==> src/design/ecc_pkg.sv <==
// -----------------------------------------------------------------------------
// ecc_pkg
// Shared constants, status codes, calendar helpers and control structs for the
// epoch calendar converter.
// -----------------------------------------------------------------------------
`default_nettype none

package ecc_pkg;

  // opcodes
  localparam logic OpDateToSecs = 1'b0;
  localparam logic OpSecsToDate = 1'b1;

  // status codes
  localparam logic [2:0] StatusOk       = 3'd0;
  localparam logic [2:0] StatusBefore   = 3'd1;
  localparam logic [2:0] StatusAfter    = 3'd2;
  localparam logic [2:0] StatusRange    = 3'd3;
  localparam logic [2:0] StatusNegative = 3'd4;

  // field limits (years since 1900)
  localparam logic [7:0] YearEpoch   = 8'd70;
  localparam logic [7:0] YearLast    = 8'd138;
  localparam logic [3:0] MonthLast   = 4'd11;
  localparam logic [3:0] MonthCount  = 4'd12;
  localparam logic [4:0] DayLastLast = 5'd19;   // last day of Jan in the last year
  localparam logic [4:0] HourLast    = 5'd23;
  localparam logic [5:0] MinuteLast  = 6'd59;
  localparam logic [5:0] SecondLast  = 6'd59;

  localparam int unsigned SecsPerDay = 86400;
  localparam logic [31:0] SecsDay        = 32'(SecsPerDay);
  localparam logic [31:0] SecsHour       = 32'd3600;
  localparam logic [31:0] SecsMinute     = 32'd60;
  localparam logic [31:0] SecsCommonYear = 32'(365 * SecsPerDay);
  localparam logic [31:0] SecsLeapYear   = 32'(366 * SecsPerDay);
  localparam logic [31:0] Secs31Days     = 32'(31 * SecsPerDay);
  localparam logic [31:0] Secs30Days     = 32'(30 * SecsPerDay);
  localparam logic [31:0] Secs29Days     = 32'(29 * SecsPerDay);
  localparam logic [31:0] Secs28Days     = 32'(28 * SecsPerDay);

  // top bit index of the shift-and-add / restoring-divide steps
  localparam logic [2:0] DayTopBit    = 3'd4;
  localparam logic [2:0] HourTopBit   = 3'd4;
  localparam logic [2:0] MinuteTopBit = 3'd5;

  // Within 1970..2038 the century rules never bite (2000 is a leap year),
  // so a year since 1900 is leap exactly when it is a multiple of four.
  function automatic logic leap_year(input logic [7:0] yr);
    return (yr[1:0] == 2'b00);
  endfunction

  function automatic logic [31:0] month_secs(input logic [3:0] mon, input logic leap);
    logic [31:0] secs;
    unique case (mon)
      4'd1:                      secs = leap ? Secs29Days : Secs28Days;
      4'd3, 4'd5, 4'd8, 4'd10:   secs = Secs30Days;
      default:                   secs = Secs31Days;
    endcase
    return secs;
  endfunction

  typedef struct packed {
    logic        opcode;
    logic [2:0]  status;
    logic [7:0]  year;
    logic [3:0]  month;
    logic [4:0]  day;
    logic [4:0]  hour;
    logic [5:0]  minute;
    logic [5:0]  second;
    logic [30:0] seconds;
  } ecc_cmd_t;

  typedef struct packed {
    logic [2:0]  status;
    logic [30:0] seconds;
    logic [7:0]  year;
    logic [3:0]  month;
    logic [4:0]  day;
    logic [4:0]  hour;
    logic [5:0]  minute;
    logic [5:0]  second;
  } ecc_res_t;

endpackage

`default_nettype wire

==> src/design/ecc_alu.sv <==
// -----------------------------------------------------------------------------
// ecc_alu
// Shared 32-bit add / subtract-compare unit used by every step of the
// sequencer.
// -----------------------------------------------------------------------------
`default_nettype none

module ecc_alu (
  input  wire logic [31:0] acc_i,
  input  wire logic [31:0] operand_i,
  input  wire logic        sub_i,
  output logic      [31:0] res_o,
  output logic             ge_o
);

  logic [32:0] sum;

  // sub: acc + ~op + 1, carry out set when acc >= op
  assign sum   = {1'b0, acc_i} + {1'b0, (sub_i ? ~operand_i : operand_i)} + 33'(sub_i);
  assign res_o = sum[31:0];
  assign ge_o  = sum[32];

endmodule

`default_nettype wire

==> src/design/ecc_ctrl.sv <==
// -----------------------------------------------------------------------------
// ecc_ctrl
// Sequencer and working registers. Walks years, months, then day/hour/minute
// bits through the shared ALU, in add mode (date to seconds) or
// compare-subtract mode (seconds to date).
// -----------------------------------------------------------------------------
`default_nettype none

module ecc_ctrl (
  input  wire logic             clk_i,
  input  wire logic             rst_ni,
  input  wire logic             start_i,
  input  wire ecc_pkg::ecc_cmd_t cmd_i,
  input  wire logic             take_i,
  output logic                  idle_o,
  output logic                  done_o,
  output ecc_pkg::ecc_res_t     res_o
);
  import ecc_pkg::*;

  localparam logic [2:0] StIdle  = 3'd0;
  localparam logic [2:0] StYear  = 3'd1;
  localparam logic [2:0] StMonth = 3'd2;
  localparam logic [2:0] StDay   = 3'd3;
  localparam logic [2:0] StHour  = 3'd4;
  localparam logic [2:0] StMin   = 3'd5;
  localparam logic [2:0] StSec   = 3'd6;
  localparam logic [2:0] StDone  = 3'd7;

  logic [2:0]  state_q, state_d;
  logic        op_q, op_d;
  logic [2:0]  status_q, status_d;
  logic [31:0] acc_q, acc_d;
  logic [7:0]  yr_q, yr_d, tgt_yr_q, tgt_yr_d;
  logic [3:0]  mo_q, mo_d, tgt_mo_q, tgt_mo_d;
  logic [4:0]  day_q, day_d, hour_q, hour_d;
  logic [5:0]  min_q, min_d, sec_q, sec_d;
  logic [30:0] raw_q, raw_d;
  logic [2:0]  bit_q, bit_d;

  logic [31:0] operand;
  logic [31:0] alu_res;
  logic        alu_ge;
  logic        take;
  logic        phase_end;
  logic [2:0]  fin_status;
  logic        fin_ok;

  ecc_alu u_alu (
    .acc_i     (acc_q),
    .operand_i (operand),
    .sub_i     (op_q),
    .res_o     (alu_res),
    .ge_o      (alu_ge)
  );

  always_comb begin
    unique case (state_q)
      StYear:  operand = leap_year(yr_q) ? SecsLeapYear : SecsCommonYear;
      StMonth: operand = month_secs(mo_q, leap_year(yr_q));
      StDay:   operand = SecsDay << bit_q;
      StHour:  operand = SecsHour << bit_q;
      StMin:   operand = SecsMinute << bit_q;
      StSec:   operand = {26'd0, sec_q};
      default: operand = '0;
    endcase
  end

  always_comb begin
    state_d  = state_q;
    op_d     = op_q;
    status_d = status_q;
    acc_d    = acc_q;
    yr_d     = yr_q;
    tgt_yr_d = tgt_yr_q;
    mo_d     = mo_q;
    tgt_mo_d = tgt_mo_q;
    day_d    = day_q;
    hour_d   = hour_q;
    min_d    = min_q;
    sec_d    = sec_q;
    raw_d    = raw_q;
    bit_d    = bit_q;
    take     = 1'b0;
    phase_end = 1'b0;

    unique case (state_q)
      StIdle: begin
        if (start_i) begin
          op_d     = cmd_i.opcode;
          status_d = cmd_i.status;
          acc_d    = (cmd_i.opcode == OpSecsToDate) ? {1'b0, cmd_i.seconds} : '0;
          raw_d    = cmd_i.seconds;
          yr_d     = YearEpoch;
          tgt_yr_d = cmd_i.year;
          mo_d     = '0;
          tgt_mo_d = cmd_i.month;
          day_d    = (cmd_i.opcode == OpSecsToDate) ? 5'd0 : (cmd_i.day - 5'd1);
          hour_d   = cmd_i.hour;
          min_d    = cmd_i.minute;
          sec_d    = cmd_i.second;
          state_d  = (cmd_i.status == StatusOk) ? StYear : StDone;
        end
      end
      StYear: begin
        phase_end = (op_q == OpSecsToDate) ? !alu_ge : (yr_q == tgt_yr_q);
        if (!phase_end) begin
          acc_d = alu_res;
          yr_d  = yr_q + 8'd1;
        end else begin
          state_d = StMonth;
        end
      end
      StMonth: begin
        phase_end = (op_q == OpSecsToDate) ? !alu_ge : (mo_q == tgt_mo_q);
        if (!phase_end) begin
          acc_d = alu_res;
          mo_d  = mo_q + 4'd1;
        end else begin
          state_d = StDay;
          bit_d   = DayTopBit;
        end
      end
      StDay: begin
        take  = (op_q == OpSecsToDate) ? alu_ge : day_q[4];
        if (take) acc_d = alu_res;
        day_d = {day_q[3:0], take};
        if (bit_q == 3'd0) begin
          state_d = StHour;
          bit_d   = HourTopBit;
        end else begin
          bit_d = bit_q - 3'd1;
        end
      end
      StHour: begin
        take   = (op_q == OpSecsToDate) ? alu_ge : hour_q[4];
        if (take) acc_d = alu_res;
        hour_d = {hour_q[3:0], take};
        if (bit_q == 3'd0) begin
          state_d = StMin;
          bit_d   = MinuteTopBit;
        end else begin
          bit_d = bit_q - 3'd1;
        end
      end
      StMin: begin
        take  = (op_q == OpSecsToDate) ? alu_ge : min_q[5];
        if (take) acc_d = alu_res;
        min_d = {min_q[4:0], take};
        if (bit_q == 3'd0) begin
          state_d = StSec;
        end else begin
          bit_d = bit_q - 3'd1;
        end
      end
      StSec: begin
        // date mode adds the seconds; seconds mode keeps the remainder
        if (op_q == OpDateToSecs) begin
          acc_d = alu_res;
        end else begin
          sec_d = acc_q[5:0];
        end
        state_d = StDone;
      end
      StDone: begin
        if (take_i) state_d = StIdle;
      end
      default: state_d = StIdle;
    endcase
  end

  always_ff @(posedge clk_i or negedge rst_ni) begin
    if (!rst_ni) begin
      state_q <= StIdle;
    end else begin
      state_q <= state_d;
    end
  end

  always_ff @(posedge clk_i) begin
    op_q     <= op_d;
    status_q <= status_d;
    acc_q    <= acc_d;
    yr_q     <= yr_d;
    tgt_yr_q <= tgt_yr_d;
    mo_q     <= mo_d;
    tgt_mo_q <= tgt_mo_d;
    day_q    <= day_d;
    hour_q   <= hour_d;
    min_q    <= min_d;
    sec_q    <= sec_d;
    raw_q    <= raw_d;
    bit_q    <= bit_d;
  end

  // late on the last day the sum spills past 31 bits
  assign fin_status = (status_q == StatusOk && op_q == OpDateToSecs && acc_q[31])
                      ? StatusAfter : status_q;
  assign fin_ok     = (fin_status == StatusOk);

  assign idle_o = (state_q == StIdle);
  assign done_o = (state_q == StDone);

  always_comb begin
    res_o.status  = fin_status;
    res_o.seconds = fin_ok ? ((op_q == OpSecsToDate) ? raw_q : acc_q[30:0]) : '0;
    res_o.year    = fin_ok ? yr_q : '0;
    res_o.month   = fin_ok ? mo_q : '0;
    res_o.day     = fin_ok ? (day_q + 5'd1) : '0;
    res_o.hour    = fin_ok ? hour_q : '0;
    res_o.minute  = fin_ok ? min_q : '0;
    res_o.second  = fin_ok ? sec_q : '0;
  end

  a_year_in_range: assert property (@(posedge clk_i) disable iff (!rst_ni)
    state_q == StYear |-> yr_q <= YearLast)
    else $error("year counter past last year");

  a_month_in_range: assert property (@(posedge clk_i) disable iff (!rst_ni)
    state_q == StMonth |-> mo_q < MonthCount)
    else $error("month counter ran past December");

  a_sec_remainder: assert property (@(posedge clk_i) disable iff (!rst_ni)
    (state_q == StSec && op_q == OpSecsToDate) |-> acc_q < SecsMinute)
    else $error("remainder not below one minute");

  a_day_quotient: assert property (@(posedge clk_i) disable iff (!rst_ni)
    (state_q == StDone && op_q == OpSecsToDate && status_q == StatusOk) |-> day_q <= 5'd30)
    else $error("day quotient too large");

endmodule

`default_nettype wire

==> src/design/epoch_calendar_converter_unit.sv <==
// -----------------------------------------------------------------------------
// epoch_calendar_converter_unit
// Converts between Gregorian date-time fields and seconds since 1970-01-01.
// -----------------------------------------------------------------------------
// Usage:
//   Input channel (in_valid_i / in_ready_o) carries one request. opcode_i = 0
//   turns the date fields into seconds, opcode_i = 1 turns in_seconds_i into
//   date fields. Output channel (out_valid_o / out_ready_i) returns exactly one
//   result per request, with a status code; on error all other fields are 0.
//   A request in error skips the sequence. A valid one walks the years from
//   1970 one per cycle (up to 68 plus the step that ends the walk), the
//   months one per cycle (up to 11 plus one), then 5 + 5 + 6 bit steps for
//   day, hour and minute, one for the second, one to hand over and one in
//   the output register. All steps share one 32-bit add/compare-subtract
//   unit, which sets the rate: one request at a time, in_ready_o stays low
//   while the sequencer is busy. A finished result sits in the output
//   register; the sequencer may accept the next request while it waits. If
//   the receiver stalls, the next result waits in the sequencer until the
//   output register frees up. Reset (rst_ni low) empties the output
//   register and idles the sequencer.
// -----------------------------------------------------------------------------
`default_nettype none

module epoch_calendar_converter_unit (
  input  wire logic        clk_i,
  input  wire logic        rst_ni,
  input  wire logic        in_valid_i,
  output logic             in_ready_o,
  input  wire logic        opcode_i,
  input  wire logic [7:0]  in_year_i,
  input  wire logic [3:0]  in_month_i,
  input  wire logic [4:0]  in_day_i,
  input  wire logic [4:0]  in_hour_i,
  input  wire logic [5:0]  in_minute_i,
  input  wire logic [5:0]  in_second_i,
  input  wire logic signed [31:0] in_seconds_i,
  output logic             out_valid_o,
  input  wire logic        out_ready_i,
  output logic      [2:0]  status_o,
  output logic      [30:0] out_seconds_o,
  output logic      [7:0]  out_year_o,
  output logic      [3:0]  out_month_o,
  output logic      [4:0]  out_day_o,
  output logic      [4:0]  out_hour_o,
  output logic      [5:0]  out_minute_o,
  output logic      [5:0]  out_second_o
);
  import ecc_pkg::*;

  ecc_cmd_t cmd;
  ecc_res_t res;
  ecc_res_t res_q;
  logic     out_valid_q, out_valid_d;
  logic     ctrl_idle, ctrl_done;
  logic     start, load;
  logic [2:0] chk_status;

  // Range checks happen up front; an item in error skips the sequence.
  always_comb begin
    if (opcode_i == OpSecsToDate) begin
      chk_status = in_seconds_i[31] ? StatusNegative : StatusOk;
    end else begin
      priority if (in_year_i < YearEpoch) begin
        chk_status = StatusBefore;
      end else if (in_year_i > YearLast ||
                   (in_year_i == YearLast &&
                    (in_month_i != 4'd0 || in_day_i > DayLastLast))) begin
        chk_status = StatusAfter;
      end else if (in_month_i > MonthLast || in_day_i == 5'd0 ||
                   in_hour_i > HourLast || in_minute_i > MinuteLast ||
                   in_second_i > SecondLast) begin
        chk_status = StatusRange;
      end else begin
        chk_status = StatusOk;
      end
    end
  end

  always_comb begin
    cmd.opcode  = opcode_i;
    cmd.status  = chk_status;
    cmd.year    = in_year_i;
    cmd.month   = in_month_i;
    cmd.day     = in_day_i;
    cmd.hour    = in_hour_i;
    cmd.minute  = in_minute_i;
    cmd.second  = in_second_i;
    cmd.seconds = in_seconds_i[30:0];
  end

  assign in_ready_o = ctrl_idle;
  assign start      = in_valid_i && ctrl_idle;

  // result moves into the output register when it is empty or being drained
  assign load = ctrl_done && (!out_valid_q || out_ready_i);

  ecc_ctrl u_ctrl (
    .clk_i   (clk_i),
    .rst_ni  (rst_ni),
    .start_i (start),
    .cmd_i   (cmd),
    .take_i  (load),
    .idle_o  (ctrl_idle),
    .done_o  (ctrl_done),
    .res_o   (res)
  );

  always_comb begin
    out_valid_d = out_valid_q;
    if (load) begin
      out_valid_d = 1'b1;
    end else if (out_ready_i) begin
      out_valid_d = 1'b0;
    end
  end

  always_ff @(posedge clk_i or negedge rst_ni) begin
    if (!rst_ni) begin
      out_valid_q <= 1'b0;
    end else begin
      out_valid_q <= out_valid_d;
    end
  end

  always_ff @(posedge clk_i) begin
    if (load) res_q <= res;
  end

  assign out_valid_o   = out_valid_q;
  assign status_o      = res_q.status;
  assign out_seconds_o = res_q.seconds;
  assign out_year_o    = res_q.year;
  assign out_month_o   = res_q.month;
  assign out_day_o     = res_q.day;
  assign out_hour_o    = res_q.hour;
  assign out_minute_o  = res_q.minute;
  assign out_second_o  = res_q.second;

  a_busy_after_accept: assert property (@(posedge clk_i) disable iff (!rst_ni)
    (in_valid_i && in_ready_o) |=> !in_ready_o)
    else $error("ready stayed high after an input transfer");

  a_error_zeroes: assert property (@(posedge clk_i) disable iff (!rst_ni)
    (out_valid_o && status_o != StatusOk) |->
      (out_seconds_o == '0 && out_year_o == '0 && out_day_o == '0))
    else $error("error result carries nonzero fields");

  a_ready_not_done: assert property (@(posedge clk_i) disable iff (!rst_ni)
    in_ready_o |-> !ctrl_done)
    else $error("sequencer idle and done at once");

endmodule

`default_nettype wire

==> config.mk <==
export PLATFORM = sky130hd
export DESIGN_NAME = epoch_calendar_converter_unit
export DESIGN_NICKNAME = d
export VERILOG_FILES = /design/src/design/ecc_pkg.sv /design/src/design/ecc_alu.sv /design/src/design/ecc_ctrl.sv /design/src/design/epoch_calendar_converter_unit.sv
export SDC_FILE = /design/constraint.sdc
export NUM_CORES = 1
export LEC_CHECK = 0
export BUFFER_PORTS_ARGS = -buffer_cell sky130_fd_sc_hd__buf_4
export CAP_MARGIN = 5
export CORE_ASPECT_RATIO = 1.1
export CORE_MARGIN = 5
export CORE_UTILIZATION = 50
export CTS_CLUSTER_DIAMETER = 80
export DETAILED_ROUTE_END_ITERATION = 8
export GPL_TIMING_DRIVEN = 0
export PLACE_DENSITY_LB_ADDON = 0.3
export SLEW_MARGIN = 20
export SYNTH_ARGS = -nofsm -noshare
export SYNTH_HDL_FRONTEND = slang
export SYNTH_SLANG_ARGS = --single-unit
==> constraint.sdc <==
create_clock -name clk_i -period 6.4 [get_ports clk_i]
set_clock_uncertainty 0.2 [all_clocks]
set_input_delay 1.6 -clock clk_i [delete_from_list [all_inputs] [get_ports clk_i]]
set_output_delay 1.6 -clock clk_i [all_outputs]
set_load 0.01 [all_outputs]
==> flow_results.org <==
** Outcome
- Outcome :: finished, final reports clean

** Global routing
- Initial antenna violation count :: 0
- Final global-route overflow total :: 0
- Maximum number of pins on one net before global-route repair :: 49
- The number of global-route vias before repair was 8282.
- The first global-routing pass estimated 46300 µm of wire.
- GRT Resource Usage Total :: 0.244

** Yosys
- Of all flip-flops after synthesis, the portion carrying an async set or reset was 0.0213.
- Synthesis handed over a netlist of 1028 instances.
- Synthesis produced a netlist with a net count of 1145.
- Yosys mapped a number of flops with a built-in enable equal to 184.
- Share of synthesized area occupied by flip-flops and latches :: 0.519
- Most used flip-flop cell after synthesis :: sky130_fd_sc_hd__edfxtp_1
- Counting distinct cell types in the post-synthesis netlist gives 67.
- Mean instance size in the synthesized netlist :: 10.6 µm²
- Area of the mapped netlist :: 10800 µm²
- Yosys printed 0 warnings.
- Post-synthesis register bit count :: 188

** STA
- At the pin with the least slew margin, the transition time is 0.979 ns.
- Min cycle time layout :: 6.14 ns
- Max-slew violation count :: 0
- The final hold violation count came to 0.
- Final setup vio count :: 0
- Unrepaired setup endpoints after global routing :: false
- Slew margin rel. :: 0.341
- After routing, the total negative slack on setup checks comes to 0 ns.
- Maximum achievable frequency :: 163 MHz
- Period utilization :: 0.960

** Critical path
- Along the worst path, the maximum fanout reaches 17.
- Crit. End Element :: flop
- The worst setup path is of the flop to flop kind.
- For the worst setup path, the data arrival time is 6.08 ns.
- At the worst endpoint, the required time is 6.34 ns.
- Critical path startpoint category :: flop

** Clock tree
- Hold buffer count at cts :: 0
- CTS placed an instance of sky130_fd_sc_hd__clkbuf_16 at the clock tree root.
- Clock-pin slew was measured on the worst setup and hold paths at 0.07 ns.
- TritonCTS Sinks :: 188
- Total number of H-tree levels :: 4
- The clock passes through at most 2 buffers.
- The later pin in the worst-skew pair is clocked with a latency of 0.44 ns.
- TritonCTS built the clock tree.
- TritonCTS Buffers :: 17

** Run
- Max-cap violations :: 0

** Power
- Pwr Density :: 584 nW/µm²
- Summed over all cells, the static leakage comes to 4.91 nW.
- Summing internal, switching and leakage power gives 7.55 mW.
- Across the VDD grid, the largest voltage drop is 0.000274 V.

** Drt
- Vias :: 8698
- Before antenna repair, the detailed router went through 8 iterations.
- Drt via density :: 5.82
- Post-DR wirelength/cell :: 20.3 µm
- Number of violations reported at the end of detailed-routing iteration 0 :: 763
- Wires add up to 30300 µm.
- DRC violations left :: 0
- Antenna viol nets, final :: 0

** Hold path
- Hold crit path type :: flop to flop

** Cells and area
- The area growth from synthesis to layout is 19.2%.
- The net count of the finished layout is 1309.
- 0 antenna diodes ended up in the layout.
- In the final layout, the share of cells above drive strength 1 is 0.166.
- Fill count :: 1831

** Placed design
- Routability-driven placement finished with a final weighted congestion of 0.936.
- Detailed placement ended at an HPWL of 22800 µm.
- PortBufs :: 140

** Floorplan
- From left edge to right edge, the die measures 150 µm.
- Die ar. :: 24700 µm²
- For this design the top-level I/O count stands at 141.
- In this run the core area contains 56 standard-cell rows.
- Core region area :: 21400 µm²
- Measured along the y axis, the die boundary spans 164 µm.
- Initial core utilization :: 0.508
-- per-layer routing --
layer / wire (µm) / global-route usage
met5: 0 / 0
met4: 554 / 0.0611
met3: 2060 / 0.0398
met2: 14800 / 0.409
met1: 12900 / 0.333
-- metrics by stage --
stage	utilization	area, µm²	hold WS [ns]	instances	setup WS (ns)
2_1_floorplan	-	10800	0.301	1028	0.433
3_3_place_gp	0.574	12300	0.316	1458	-1.96
3_5_place_dp	0.578	12300	0.338	1461	-0.114
4_1_cts	0.604	12900	0.355	1494	0.0106
5_1_grt	0.605	12900	0.370	1495	0.0266
6_report	0.605	12900	0.350	1495	0.259
-- power by group --
part           total (mW)  switching [mW]  internal [mW]
combinational        4.36            2.73           1.63
sequential           2.19           0.229           1.96
clock                1.00           0.496          0.505
total                7.55            3.45           4.09
-- cells in the mapped netlist (all sizes together) (2+ instances only) --
cell,count,share of area
and3,10,0.0062
nand4,6,0.0035
a211oi,5,0.0035
nor2,113,0.039
dfrtp,4,0.0092
or3,4,0.0023
xnor2,44,0.036
a221oi,5,0.0046
a21o,20,0.014
nor3,13,0.0060
nand2,84,0.029
clkbuf,47,0.016
o221ai,2,0.0016
o21ai,70,0.032
a22oi,3,0.0021
a41oi,4,0.0032
nand3,51,0.024
clkinv,3,0.0010
mux2i,33,0.030
and2,31,0.018
nor2b,4,0.0023
a32oi,3,0.0031
buf,10,0.0037
a311oi,6,0.0048
edfxtp,184,0.51
a211o,2,0.0016
ha,45,0.052
o22ai,6,0.0035
mux2,11,0.011
a21oi,69,0.032
o211ai,9,0.0067
a31oi,8,0.0046
nand2b,11,0.0063
xor2,32,0.026
o2111ai,2,0.0016
inv,21,0.0073
nor3b,3,0.0021
nand3b,2,0.0014
o31ai,14,0.010
o21a,5,0.0035
o32ai,2,0.0016
or4,4,0.0028
nor4,6,0.0035
o221a,2,0.0021
-- cell type report --
class,count,area (µm²),share of cell area
Sequential cell,188,5630,0.435
Clock inverter,14,110,0.00852
Timing Repair Buffer,145,1150,0.0886
Buffer,57,218,0.0168
Inverter,24,92.6,0.00716
Clock buffer,18,429,0.0332
Tap cell,290,363,0.0281
Multi-Input combinational cell,759,4940,0.382
-- cells by family after synthesis --
family                     synth area share
and+or+nand+nor                       0.149
AOI/OAI and AO/OA                     0.147
DFF                                   0.519
buffers and inverters                0.0284
xor gates and xnor gates             0.0614
adders and majority gates            0.0538
muxes                                0.0419
-- critical path: stages (launching register included) --
cell	delay [ns]
sky130_fd_sc_hd__dfrtp_1	0.47
sky130_fd_sc_hd__clkbuf_1	0.35
sky130_fd_sc_hd__clkinv_1	0.33
sky130_fd_sc_hd__ha_1	0.39
sky130_fd_sc_hd__clkbuf_1	0.29
sky130_fd_sc_hd__nand3_1	0.25
sky130_fd_sc_hd__nor2_1	0.06
sky130_fd_sc_hd__a221oi_1	0.45
sky130_fd_sc_hd__o21ai_0	0.17
sky130_fd_sc_hd__xnor2_1	0.16
sky130_fd_sc_hd__ha_1	0.40
sky130_fd_sc_hd__nand3_1	0.26
sky130_fd_sc_hd__a2111oi_4	0.54
sky130_fd_sc_hd__o21ai_1	0.20
sky130_fd_sc_hd__a21boi_1	0.38
sky130_fd_sc_hd__o21a_1	0.27
sky130_fd_sc_hd__o21ai_0	0.15
sky130_fd_sc_hd__a21oi_4	0.29
sky130_fd_sc_hd__buf_16	0.20
-- cell usage in the layout, fill, tap and decap left out, drive strengths merged, types with 4 or more instances in the layout --
cell type  instances
a211oi             5
a21o              20
a21oi             69
a221oi             5
a311oi             6
a31oi              8
a41oi              4
and2              31
and3              10
buf              155
clkbuf            65
clkinv            10
dfrtp              4
edfxtp           184
ha                45
inv               27
mux2              11
mux2i             33
nand2             84
nand2b            11
nand3             51
nand4              6
nor2             113
nor2b              4
nor3              13
nor4               6
o211ai             9
o21a               5
o21ai             70
o22ai              6
o31ai             14
or3                4
or4                4
xnor2             44
xor2              32
-- sequential cells by signal, summed over array words and instances (netlist names), 4 cells and up --
signal	flops
out_month_o	4
u_ctrl.min_q	6
u_ctrl.acc_q	32
u_ctrl.day_q	5
u_ctrl.tgt_yr_q	8
u_ctrl.tgt_mo_q	4
u_ctrl.mo_q	4
out_year_o	8
out_minute_o	6
out_second_o	6
u_ctrl.sec_q	6
u_ctrl.hour_q	5
out_seconds_o	31
u_ctrl.yr_q	8
out_hour_o	5
u_ctrl.raw_q	31
out_day_o	5
-- worst paths after layout --
| kind | startpoint | endpoint | slack (ns) | cells past startpoint |
|---|---|---|---|---|
| max | u_ctrl.state_q[1] | u_ctrl.acc_q[2] | 0.26 | 18 |
| min | u_ctrl.hour_q[1] | out_hour_o[1] | 0.35 | 1 |
| max reg2reg | u_ctrl.state_q[1] | u_ctrl.acc_q[2] | 0.26 | 18 |
| min reg2reg | u_ctrl.hour_q[1] | out_hour_o[1] | 0.35 | 1 |
| max in group asynchronous | rst_ni | u_ctrl.state_q[0] | 5.14 | 1 |
| min in group asynchronous | rst_ni | out_valid_o | 0.75 | 1 |
-- what timing repair did --
| action | CTS | global route |
|---|---|---|
| pin swaps | 1 | 1 |
| setup endpoints to repair | 17 | 44 |
| gates resized for setup | 0 | 1 |
| buffers inserted | 1 | 1 |
Power figures use the tool's default switching activity.
